File: src/sspc_pkg.sv
package sspc_pkg;

    // Number of bytes after which a line is closed even without a NUL.
    localparam int unsigned LINE_LENGTH = 32;
    localparam int unsigned COUNT_W     = $clog2(LINE_LENGTH);

    localparam int unsigned HALF_W      = 16;
    localparam int unsigned VALUE_W     = 17;
    localparam int unsigned TOGGLE_W    = 17;

    localparam logic [HALF_W-1:0] HALF_PERIOD_RESET = 16'd37735;

    // Operation codes of an input item.
    localparam logic [1:0] OP_BYTE    = 2'd0;
    localparam logic [1:0] OP_TICK    = 2'd1;
    localparam logic [1:0] OP_ENDSTOP = 2'd2;

    // Status codes of a result item.
    localparam logic [1:0] ST_NONE    = 2'd0;
    localparam logic [1:0] ST_BAD     = 2'd1;
    localparam logic [1:0] ST_DONE    = 2'd2;
    localparam logic [1:0] ST_ENDSTOP = 2'd3;

    // Parser phases.
    localparam logic [1:0] PH_SPACE = 2'd0;
    localparam logic [1:0] PH_SIGN  = 2'd1;
    localparam logic [1:0] PH_DIGIT = 2'd2;
    localparam logic [1:0] PH_DONE  = 2'd3;

    // Outcome of a byte as seen by the pulse generator.
    typedef struct packed {
        logic              line_end;
        logic              value_ok;
        logic [HALF_W-1:0] value;
    } t_line;

    // Pulse generator state after the current item.
    typedef struct packed {
        logic       step_level;
        logic       drivers_on;
        logic [1:0] status;
    } t_pulse;

endpackage

File: src/serial_setpoint_step_pulse_controller_core.sv
// Serial setpoint step pulse controller.
//
// Input channel (i_valid / o_stall): each item carries an operation code and a
// received byte. A byte item is echoed and parsed as a decimal number; a NUL,
// or the last byte of a full line, closes the line and a value from 1 to 65535
// starts a pulse run of that many steps. A tick item advances a running pulse
// train, and an endstop item stops everything at once.
// Output channel (o_valid / i_stall): exactly one result item per input item,
// in order, holding the echo, the step level, the driver enable and a status.
// Configuration channel (i_cfg_valid / o_cfg_ready): writes the half period in
// ticks minus one; it is always ready and should be written while idle.
// The result of an item accepted at one edge is registered and valid after that
// edge. Throughput is one item per cycle, limited only by the single result
// register. When the receiver stalls, the result is held and o_stall is
// raised towards the sender only while the result register is full and stalled,
// so a new item is taken in the same cycle a waiting result is taken.
// Reset (synchronous, active low) clears the parser, the pulse run, the valid
// flag of the result register and sets the half period to 37735.
module serial_setpoint_step_pulse_controller_core (
    input  logic        i_clk,
    input  logic        i_rst_n,
    input  logic        i_valid,
    output logic        o_stall,
    input  logic [1:0]  i_operation,
    input  logic [7:0]  i_rx_byte,
    output logic        o_valid,
    input  logic        i_stall,
    output logic        o_echo_valid,
    output logic [7:0]  o_echo_byte,
    output logic        o_step_level,
    output logic        o_drivers_enabled,
    output logic [1:0]  o_status,
    input  logic        i_cfg_valid,
    output logic        o_cfg_ready,
    input  logic [15:0] i_cfg_half_period
);
    import sspc_pkg::*;

    logic              accept;
    logic              is_byte;
    t_line             line;
    t_pulse            pulse;

    logic [HALF_W-1:0] r_half_period;
    logic              r_out_valid;
    logic              r_echo_valid;
    logic [7:0]        r_echo_byte;
    logic              r_step_level;
    logic              r_drivers;
    logic [1:0]        r_status;

    // The result register frees up in the same cycle it is taken downstream.
    assign o_stall     = r_out_valid && i_stall;
    assign accept      = i_valid && !o_stall;
    assign is_byte     = (i_operation == OP_BYTE);
    assign o_cfg_ready = 1'b1;

    sspc_parser u_parser (
        .i_clk     (i_clk),
        .i_rst_n   (i_rst_n),
        .i_byte_en (accept && is_byte),
        .i_rx_byte (i_rx_byte),
        .o_line    (line)
    );

    sspc_pulse u_pulse (
        .i_clk         (i_clk),
        .i_rst_n       (i_rst_n),
        .i_accept      (accept),
        .i_operation   (i_operation),
        .i_line        (line),
        .i_half_period (r_half_period),
        .o_pulse       (pulse)
    );

    always_ff @(posedge i_clk) begin
        if (!i_rst_n) begin
            r_half_period <= HALF_PERIOD_RESET;
        end else if (i_cfg_valid && o_cfg_ready) begin
            r_half_period <= i_cfg_half_period;
        end
    end

    always_ff @(posedge i_clk) begin
        if (!i_rst_n) begin
            r_out_valid <= 1'b0;
        end else if (accept) begin
            r_out_valid <= 1'b1;
        end else if (!i_stall) begin
            r_out_valid <= 1'b0;
        end
    end

    // Payload of the result register; the echo is the byte itself, the rest comes from the pulse generator.
    always_ff @(posedge i_clk) begin
        if (accept) begin
            r_echo_valid <= is_byte;
            r_echo_byte  <= is_byte ? i_rx_byte : 8'h00;
            r_step_level <= pulse.step_level;
            r_drivers    <= pulse.drivers_on;
            r_status     <= pulse.status;
        end
    end

    assign o_valid           = r_out_valid;
    assign o_echo_valid      = r_echo_valid;
    assign o_echo_byte       = r_echo_byte;
    assign o_step_level      = r_step_level;
    assign o_drivers_enabled = r_drivers;
    assign o_status          = r_status;

endmodule

File: src/sspc_parser.sv
module sspc_parser (
    input  logic            i_clk,
    input  logic            i_rst_n,
    input  logic            i_byte_en,
    input  logic [7:0]      i_rx_byte,
    output sspc_pkg::t_line o_line
);
    import sspc_pkg::*;

    logic [1:0]         r_phase, n_phase;
    logic               r_negative, n_negative;
    logic [VALUE_W-1:0] r_value, n_value;
    logic               r_overflow, n_overflow;
    logic [COUNT_W-1:0] r_count, n_count;

    logic               is_digit;
    logic               is_space;
    logic [3:0]         digit;
    logic [VALUE_W+3:0] acc;
    logic [COUNT_W:0]   count_inc;
    logic               line_end;

    assign is_digit  = (i_rx_byte >= 8'h30) && (i_rx_byte <= 8'h39);
    assign is_space  = (i_rx_byte == 8'h20) || ((i_rx_byte >= 8'd9) && (i_rx_byte <= 8'd13));
    assign digit     = i_rx_byte[3:0];
    // value * 10 + digit, formed as two shifts and two adds.
    assign acc       = {1'b0, r_value, 3'b000} + {3'b000, r_value, 1'b0}
                     + {{VALUE_W{1'b0}}, digit};
    assign count_inc = {1'b0, r_count} + (COUNT_W+1)'(1);
    assign line_end  = (i_rx_byte == 8'h00) || (count_inc >= (COUNT_W+1)'(LINE_LENGTH));

    always_comb begin
        n_phase    = r_phase;
        n_negative = r_negative;
        n_value    = r_value;
        n_overflow = r_overflow;

        if ((r_phase == PH_SPACE) && !is_digit && !is_space) begin
            if ((i_rx_byte == 8'h2B) || (i_rx_byte == 8'h2D)) begin
                n_negative = (i_rx_byte == 8'h2D);
                n_phase    = PH_SIGN;
            end else begin
                n_phase = PH_DONE;
            end
        end else if (((r_phase == PH_SIGN) || (r_phase == PH_DIGIT)) && !is_digit) begin
            n_phase = PH_DONE;
        end else if ((r_phase != PH_DONE) && is_digit) begin
            n_phase = PH_DIGIT;
            if (r_overflow || (acc > (VALUE_W+4)'(65535))) begin
                n_overflow = 1'b1;
                n_value    = VALUE_W'(65536);
            end else begin
                n_value = acc[VALUE_W-1:0];
            end
        end

        o_line.line_end = line_end;
        o_line.value_ok = !n_negative && !n_overflow && (n_value != '0) && !n_value[VALUE_W-1];
        o_line.value    = n_value[HALF_W-1:0];

        if (line_end) begin
            n_phase    = PH_SPACE;
            n_negative = 1'b0;
            n_value    = '0;
            n_overflow = 1'b0;
            n_count    = '0;
        end else begin
            n_count = count_inc[COUNT_W-1:0];
        end
    end

    always_ff @(posedge i_clk) begin
        if (!i_rst_n) begin
            r_phase    <= PH_SPACE;
            r_negative <= 1'b0;
            r_value    <= '0;
            r_overflow <= 1'b0;
            r_count    <= '0;
        end else if (i_byte_en) begin
            r_phase    <= n_phase;
            r_negative <= n_negative;
            r_value    <= n_value;
            r_overflow <= n_overflow;
            r_count    <= n_count;
        end
    end

endmodule

File: src/sspc_pulse.sv
module sspc_pulse (
    input  logic                          i_clk,
    input  logic                          i_rst_n,
    input  logic                          i_accept,
    input  logic [1:0]                    i_operation,
    input  sspc_pkg::t_line               i_line,
    input  logic [sspc_pkg::HALF_W-1:0]   i_half_period,
    output sspc_pkg::t_pulse              o_pulse
);
    import sspc_pkg::*;

    logic [HALF_W-1:0]   r_steps, n_steps;
    logic [TOGGLE_W-1:0] r_toggles, n_toggles;
    logic [HALF_W-1:0]   r_period, n_period;
    logic                r_running, n_running;
    logic                r_level, n_level;
    logic                r_drivers, n_drivers;
    logic [1:0]          status;

    always_comb begin
        n_steps   = r_steps;
        n_toggles = r_toggles;
        n_period  = r_period;
        n_running = r_running;
        n_level   = r_level;
        n_drivers = r_drivers;
        status    = ST_NONE;

        case (i_operation)
            OP_BYTE: begin
                if (i_line.line_end) begin
                    if (i_line.value_ok) begin
                        n_steps   = i_line.value;
                        n_toggles = '0;
                        n_period  = '0;
                        n_running = 1'b1;
                        n_drivers = 1'b1;
                    end else begin
                        n_steps = '0;
                        status  = ST_BAD;
                    end
                end
            end
            OP_TICK: begin
                if (r_running) begin
                    if (r_period >= i_half_period) begin
                        n_period = '0;
                        if (r_toggles < {r_steps, 1'b0}) begin
                            n_toggles = r_toggles + TOGGLE_W'(1);
                            n_level   = !r_level;
                        end else begin
                            n_steps   = '0;
                            n_toggles = '0;
                            n_running = 1'b0;
                            n_drivers = 1'b0;
                            n_level   = 1'b0;
                            status    = ST_DONE;
                        end
                    end else begin
                        n_period = r_period + HALF_W'(1);
                    end
                end
            end
            OP_ENDSTOP: begin
                n_running = 1'b0;
                n_drivers = 1'b0;
                n_level   = 1'b0;
                n_period  = '0;
                status    = ST_ENDSTOP;
            end
            default: begin
            end
        endcase

        o_pulse.step_level = n_level;
        o_pulse.drivers_on = n_drivers;
        o_pulse.status     = status;
    end

    always_ff @(posedge i_clk) begin
        if (!i_rst_n) begin
            r_steps   <= '0;
            r_toggles <= '0;
            r_period  <= '0;
            r_running <= 1'b0;
            r_level   <= 1'b0;
            r_drivers <= 1'b0;
        end else if (i_accept) begin
            r_steps   <= n_steps;
            r_toggles <= n_toggles;
            r_period  <= n_period;
            r_running <= n_running;
            r_level   <= n_level;
            r_drivers <= n_drivers;
        end
    end

endmodule
File: config.mk
export PLATFORM = sky130hd
export DESIGN_NAME = serial_setpoint_step_pulse_controller_core
export DESIGN_NICKNAME = d
export VERILOG_FILES = /design/src/sspc_pkg.sv /design/src/serial_setpoint_step_pulse_controller_core.sv /design/src/sspc_parser.sv /design/src/sspc_pulse.sv
export SDC_FILE = /design/constraint.sdc
export NUM_CORES = 1
export LEC_CHECK = 0
export ABC_CLOCK_PERIOD_IN_PS = 10950
export BUFFER_PORTS_ARGS = -buffer_cell sky130_fd_sc_hd__buf_2
export CORE_ASPECT_RATIO = 1.25
export CORE_UTILIZATION = 40
export CTS_BUF_LIST = sky130_fd_sc_hd__clkbuf_8
export CTS_CLUSTER_DIAMETER = 80
export DETAILED_ROUTE_END_ITERATION = 8
export GPL_ROUTABILITY_DRIVEN = 0
export PLACE_DENSITY_LB_ADDON = 0.3
export SETUP_SLACK_MARGIN = 0.4
export SYNTH_ARGS = -nofsm -noshare
export SYNTH_HDL_FRONTEND = slang
export SYNTH_HIERARCHICAL = 1
export SYNTH_SLANG_ARGS = --single-unit
File: constraint.sdc
create_clock -name i_clk -period 10.95 [get_ports i_clk]
set_clock_uncertainty 0.2 [all_clocks]
set_input_delay 2.19 -clock i_clk [delete_from_list [all_inputs] [get_ports i_clk]]
set_output_delay 2.19 -clock i_clk [all_outputs]
set_load 0.02 [all_outputs]
### Word level (Yosys, flattened, before mapping)

Index checks and enable logic that the tools add are counted.
Widths: inputs -> output; s select.

* register bits: 108
* output and inout bits: 16
* logic and storage cells: 141

* add/sub/neg operators: 5
* magnitude comparators: 8
* equal/unequal tests: 14
* muxes and demuxes: 60
* reductions and logical operators: 36

Operators with widths (number)
* $mux 17: 10
* $mux 16: 9
* $pmux 16 s3: 1
* $pmux 17 s2: 1
* $pmux 16 s2: 1
* $eq 8x6->1 const B: 3
* $mux 1: 24
* $add 20x18->21: 1
* $add 21x4->21: 1
* $gt 21x16->1 const B: 1
* $mux 2: 9
* $add 17x1->17 const B: 1
* $lt 17x17->1: 1
* $reduce_bool 17->1: 1
* $add 16x1->16 const B: 1
* $ge 16x16->1: 1
* $logic_and 1x1->1: 12
* $reduce_and 6->1: 2
* $ne 2x1->1 const B: 5
* $ge 8x4->1 const B: 1
* $ge 8x6->1 const B: 1
* $le 8x4->1 const B: 1
* $le 8x6->1 const B: 1
* $logic_not 8->1: 1
* other kinds (18): 33

### Longest topological paths before layout

* word-level depth: 15
* depth in mapped cells: 18

### By module

Netlist, hierarchy kept.

By module, submodules not included
* sspc_pulse: instances 1, cells an instance 394, area each 3382.0 µm², seq. area each 1041.0 µm²
* sspc_parser: instances 1, cells an instance 358, area each 2907.8 µm², seq. area each 520.5 µm²
* serial_setpoint_step_pulse_controller_core: instances 1, cells an instance 80, area each 1097.3 µm², seq. area each 730.7 µm²

### Worst setup path after synthesis

OpenSTA, ideal clock, no wires.

* path type: input to register
* start point: input port i_rx_byte[3]
* end point: register u_pulse.r_period[15]
* library setup time: 0.117 ns
* arrival: 6.193 ns
* required time: 10.633 ns
* slack: 4.440 ns
* stages: 16
* cells stage by stage: inv_1 -> fa_1 -> fa_1 -> inv_1 -> or4_1 -> a211o_1 -> a211oi_1 -> or4b_1 -> or4_1 -> o211a_1 -> a21boi_1 -> nor4_1 -> and4_1 -> nand4_1 -> xor2_1 -> nor2_1

RTL lines
* from (decl): line serial_setpoint_step_pulse_controller_core.sv:25 `input logic [7:0] i_rx_byte,`
* to (signal assigned): line sspc_pulse.sv:91 `r_period <= n_period;`
* to (decl): line sspc_pulse.sv:14 `logic [HALF_W-1:0] r_period, n_period;`

==> out/metrics.cfg <==
[min_path]
min_path_type = reg -> reg

[final_layout]
fin_nets = 967
fin_area_um2 = 7969
drive_above_1_share = 0.1156
n_antenna_cell = 0
fillers = 1751
synthToLayoutAreaGrowth_pct = 7.876

[clock_network]
cts-root-buf = clkbuf_8
clock_latency_ns = 0.38
cts_tree = yes
cts_inserted_buffers = 9
cts_resized = 0
postCtsHoldBufs = 0
cts_max_path_buffers = 2
clkTransAtPathRegs_ns = 0.11
cts_sinks = 108
htree_levels = 3
cts_setup_buffers = 0

[drt]
viasPerCell = 5.701
met2_length_um = 8447
vias = 6231
routedLengthMet1_um = 8081
drc = 0
drt-pass1-iter-count = 7
ant_nets = 0
dr.max_layer_used = met4
wl_met3_um = 650
drtIter0Drc = 417
post_drt_wl_per_cell_um = 15.92
wirelength_um = 17400

[logic_synthesis]
synth_edf_count = 13
synth_cell_type_count = 88
ys_seq_area_frac = 0.3103
syn_avg_cell_area_um2 = 8.879
yosysWarnings = 6
async_flop_share = 0
synth_top_cell_by_area = dfxtp_1
ys.flop_type = dfxtp_1
netlist_area_um2 = 7387
netlist_instances = 832
synth_seq_cells = 108
yosysMostFrequentCell = dfxtp_1
synth_nets = 938
synth_area_leaders = dfxtp_1 (26%), ha_1 (12%), edfxtp_1 (5.3%), a22o_1 (3.8%), nand2_1 (2.9%)
synth_top_cell_area_share = 0.2575
netlist_top_cells_count = dfxtp_1 (95), ha_1 (73), nand2_1 (58), nor2_1 (58), inv_1 (52)

[global_route]
grt_pass1_wl_um = 29080
grt_usage = 0.1889
antenna_found_initial = 0
grt-ovfl-total = 0
grt_max_degree = 34
grt_pass1_vias = 5902

[timing]
fin_crit_sh = 0.6657
final_hold_viol_count = 0
period_needed_ns = 7.290
tightest_slew_ns = 1.199
drv_slew = 0
setup_tns_ns = 0
max_freq_ghz = 0.1372
slew_headroom = 0.2009
final.setup.worst_slack_ns = 3.660
setup_violations = 0
holdWs_ns = 0.2855
rsz0062_at_grt = false

[setup_path]
worstPathRequired_ns = 10.99
cp-start-kind = primary input
slowest_delay_ns = 0.91
criticalPathCategory = in -> reg
cp.arrival_ns = 7.33
path_cells = buf_2 -> inv_1 -> fa_1 -> inv_1 -> ha_1 -> nor2b_2 -> o31ai_4 -> a21oi_1 -> o31ai_1 -> o22ai_1 -> nor3_2 -> o211a_1 -> a21boi_1 -> nor3_4 -> o21ai_1 -> a21oi_1 -> nor2_1
cpMaxStageDelayCell = nor3_2
path_max_fanout = 17
end_kind = register

[die]
boundaryPins = 47
die_y_um = 153.9
rows = 55
start_util = 0.4082
die_w_um = 123.6
coreArea_um2 = 18100
die_area_um2 = 19020

[placed_design]
dpl_cell_area_um2 = 7775
dp.final_hpwl_um = 12880
pre_cts_slack_ns = 3.283
io_buffers = 45

[power_and_ir_drop]
power.density_nw_per_um2 = 92.70
power_leakage_nw = 3.298
ir_drop_v = 0.00004949

[outcome]
outcome = complete, no violations

[run]
max_cap_violations = 0

-- power by group --
| part | switching (W) | internal [W] | total [W] |
|---|---|---|---|
| Sequential | 0.00000534 | 0.000409 | 0.000415 |
| Combinational | 0.0000438 | 0.0000256 | 0.0000695 |
| Clock | 0.000147 | 0.000108 | 0.000254 |
-- flip-flops by register name, indices dropped and copies added, names as in the netlist --
signal and count:
u_parser/r_negative 1, o_echo_byte 8, u_parser/r_overflow 1, o_echo_valid 1
u_pulse/r_period 16, u_pulse/r_drivers 1, o_step_level 1, u_pulse/r_toggles 17
u_parser/r_phase 2, o_drivers_enabled 1, u_pulse/r_level 1, o_valid 1
u_pulse/r_steps 16, u_parser/r_count 5, u_parser/r_value 17, u_pulse/r_running 1
o_status 2, r_half_period 16
-- worst max-delay path, delay by kind of cell --
family / cells / cell delay, ns
compound gates: 8 / 2.59
simple gates: 4 / 1.57
fa+ha+maj: 2 / 0.68
buf+inv: 3 / 0.28
-- cell type report --
| type | count | area [µm²] | share of cell area |
|---|---|---|---|
| timing repair buffer | 52 | 277.8 | 0.03486 |
| multi-input combinational | 636 | 4717 | 0.5919 |
| clock buffer | 9 | 123.9 | 0.01554 |
| inverter | 54 | 202.7 | 0.02544 |
| tap | 228 | 285.3 | 0.03580 |
| sequential | 108 | 2292 | 0.2876 |
| clock inverter | 6 | 70.07 | 0.008793 |
-- through the flow --
| step | util | cells | total power, W |
|---|---|---|---|
| finish | 0.4403 | 1093 | 0.0007387 |
| global route | 0.4403 | 1093 | 0.0007731 |
| CTS | 0.4403 | 1093 | 0.0007454 |
| detailed placement | 0.4296 | 1078 | 0.0004933 |
| global placement | 0.4296 | 1078 | 0.0004928 |
| floorplan | - | 832 | 0.0004715 |
-- cell families after synthesis --
kind of cell	share of synthesized area
compound gates	0.2419
xor+xnor	0.03557
fa+ha+maj	0.1291
buf+inv	0.05251
flops	0.3103
mux	0.02710
other cells	0.0005076
simple gates	0.2031
-- routing by layer --
layer,track usage,up-vias
met5,0,-
met4,0.04934,0
met3,0.02263,13
met2,0.3269,143
met1,0.2442,2915
li1,-,3160
-- worst paths after layout --
path,depth (start not counted),from,to,slack (ns)
min reg2reg,2,u_pulse/r_steps[3],u_pulse/r_steps[3],0.29
max reg2reg,14,u_parser/r_value[14],u_pulse/r_toggles[14],5.19
min,2,u_pulse/r_steps[3],u_pulse/r_steps[3],0.29
max,17,i_rx_byte[3],u_pulse/r_toggles[14],3.66
-- cell usage in the layout, fill, tap and decap left out, types with 26 or more instances in the layout --
cell,netlist,final
ha_1,73,73
a22o_1,32,32
buf_2,12,45
a21oi_1,41,41
o21ai_0,26,26
inv_1,52,52
nand2_1,58,58
nand3_1,27,27
dfxtp_1,95,95
o31ai_1,28,28
nor2_1,58,58
No activity file was read; power rests on OpenSTA's default activity.
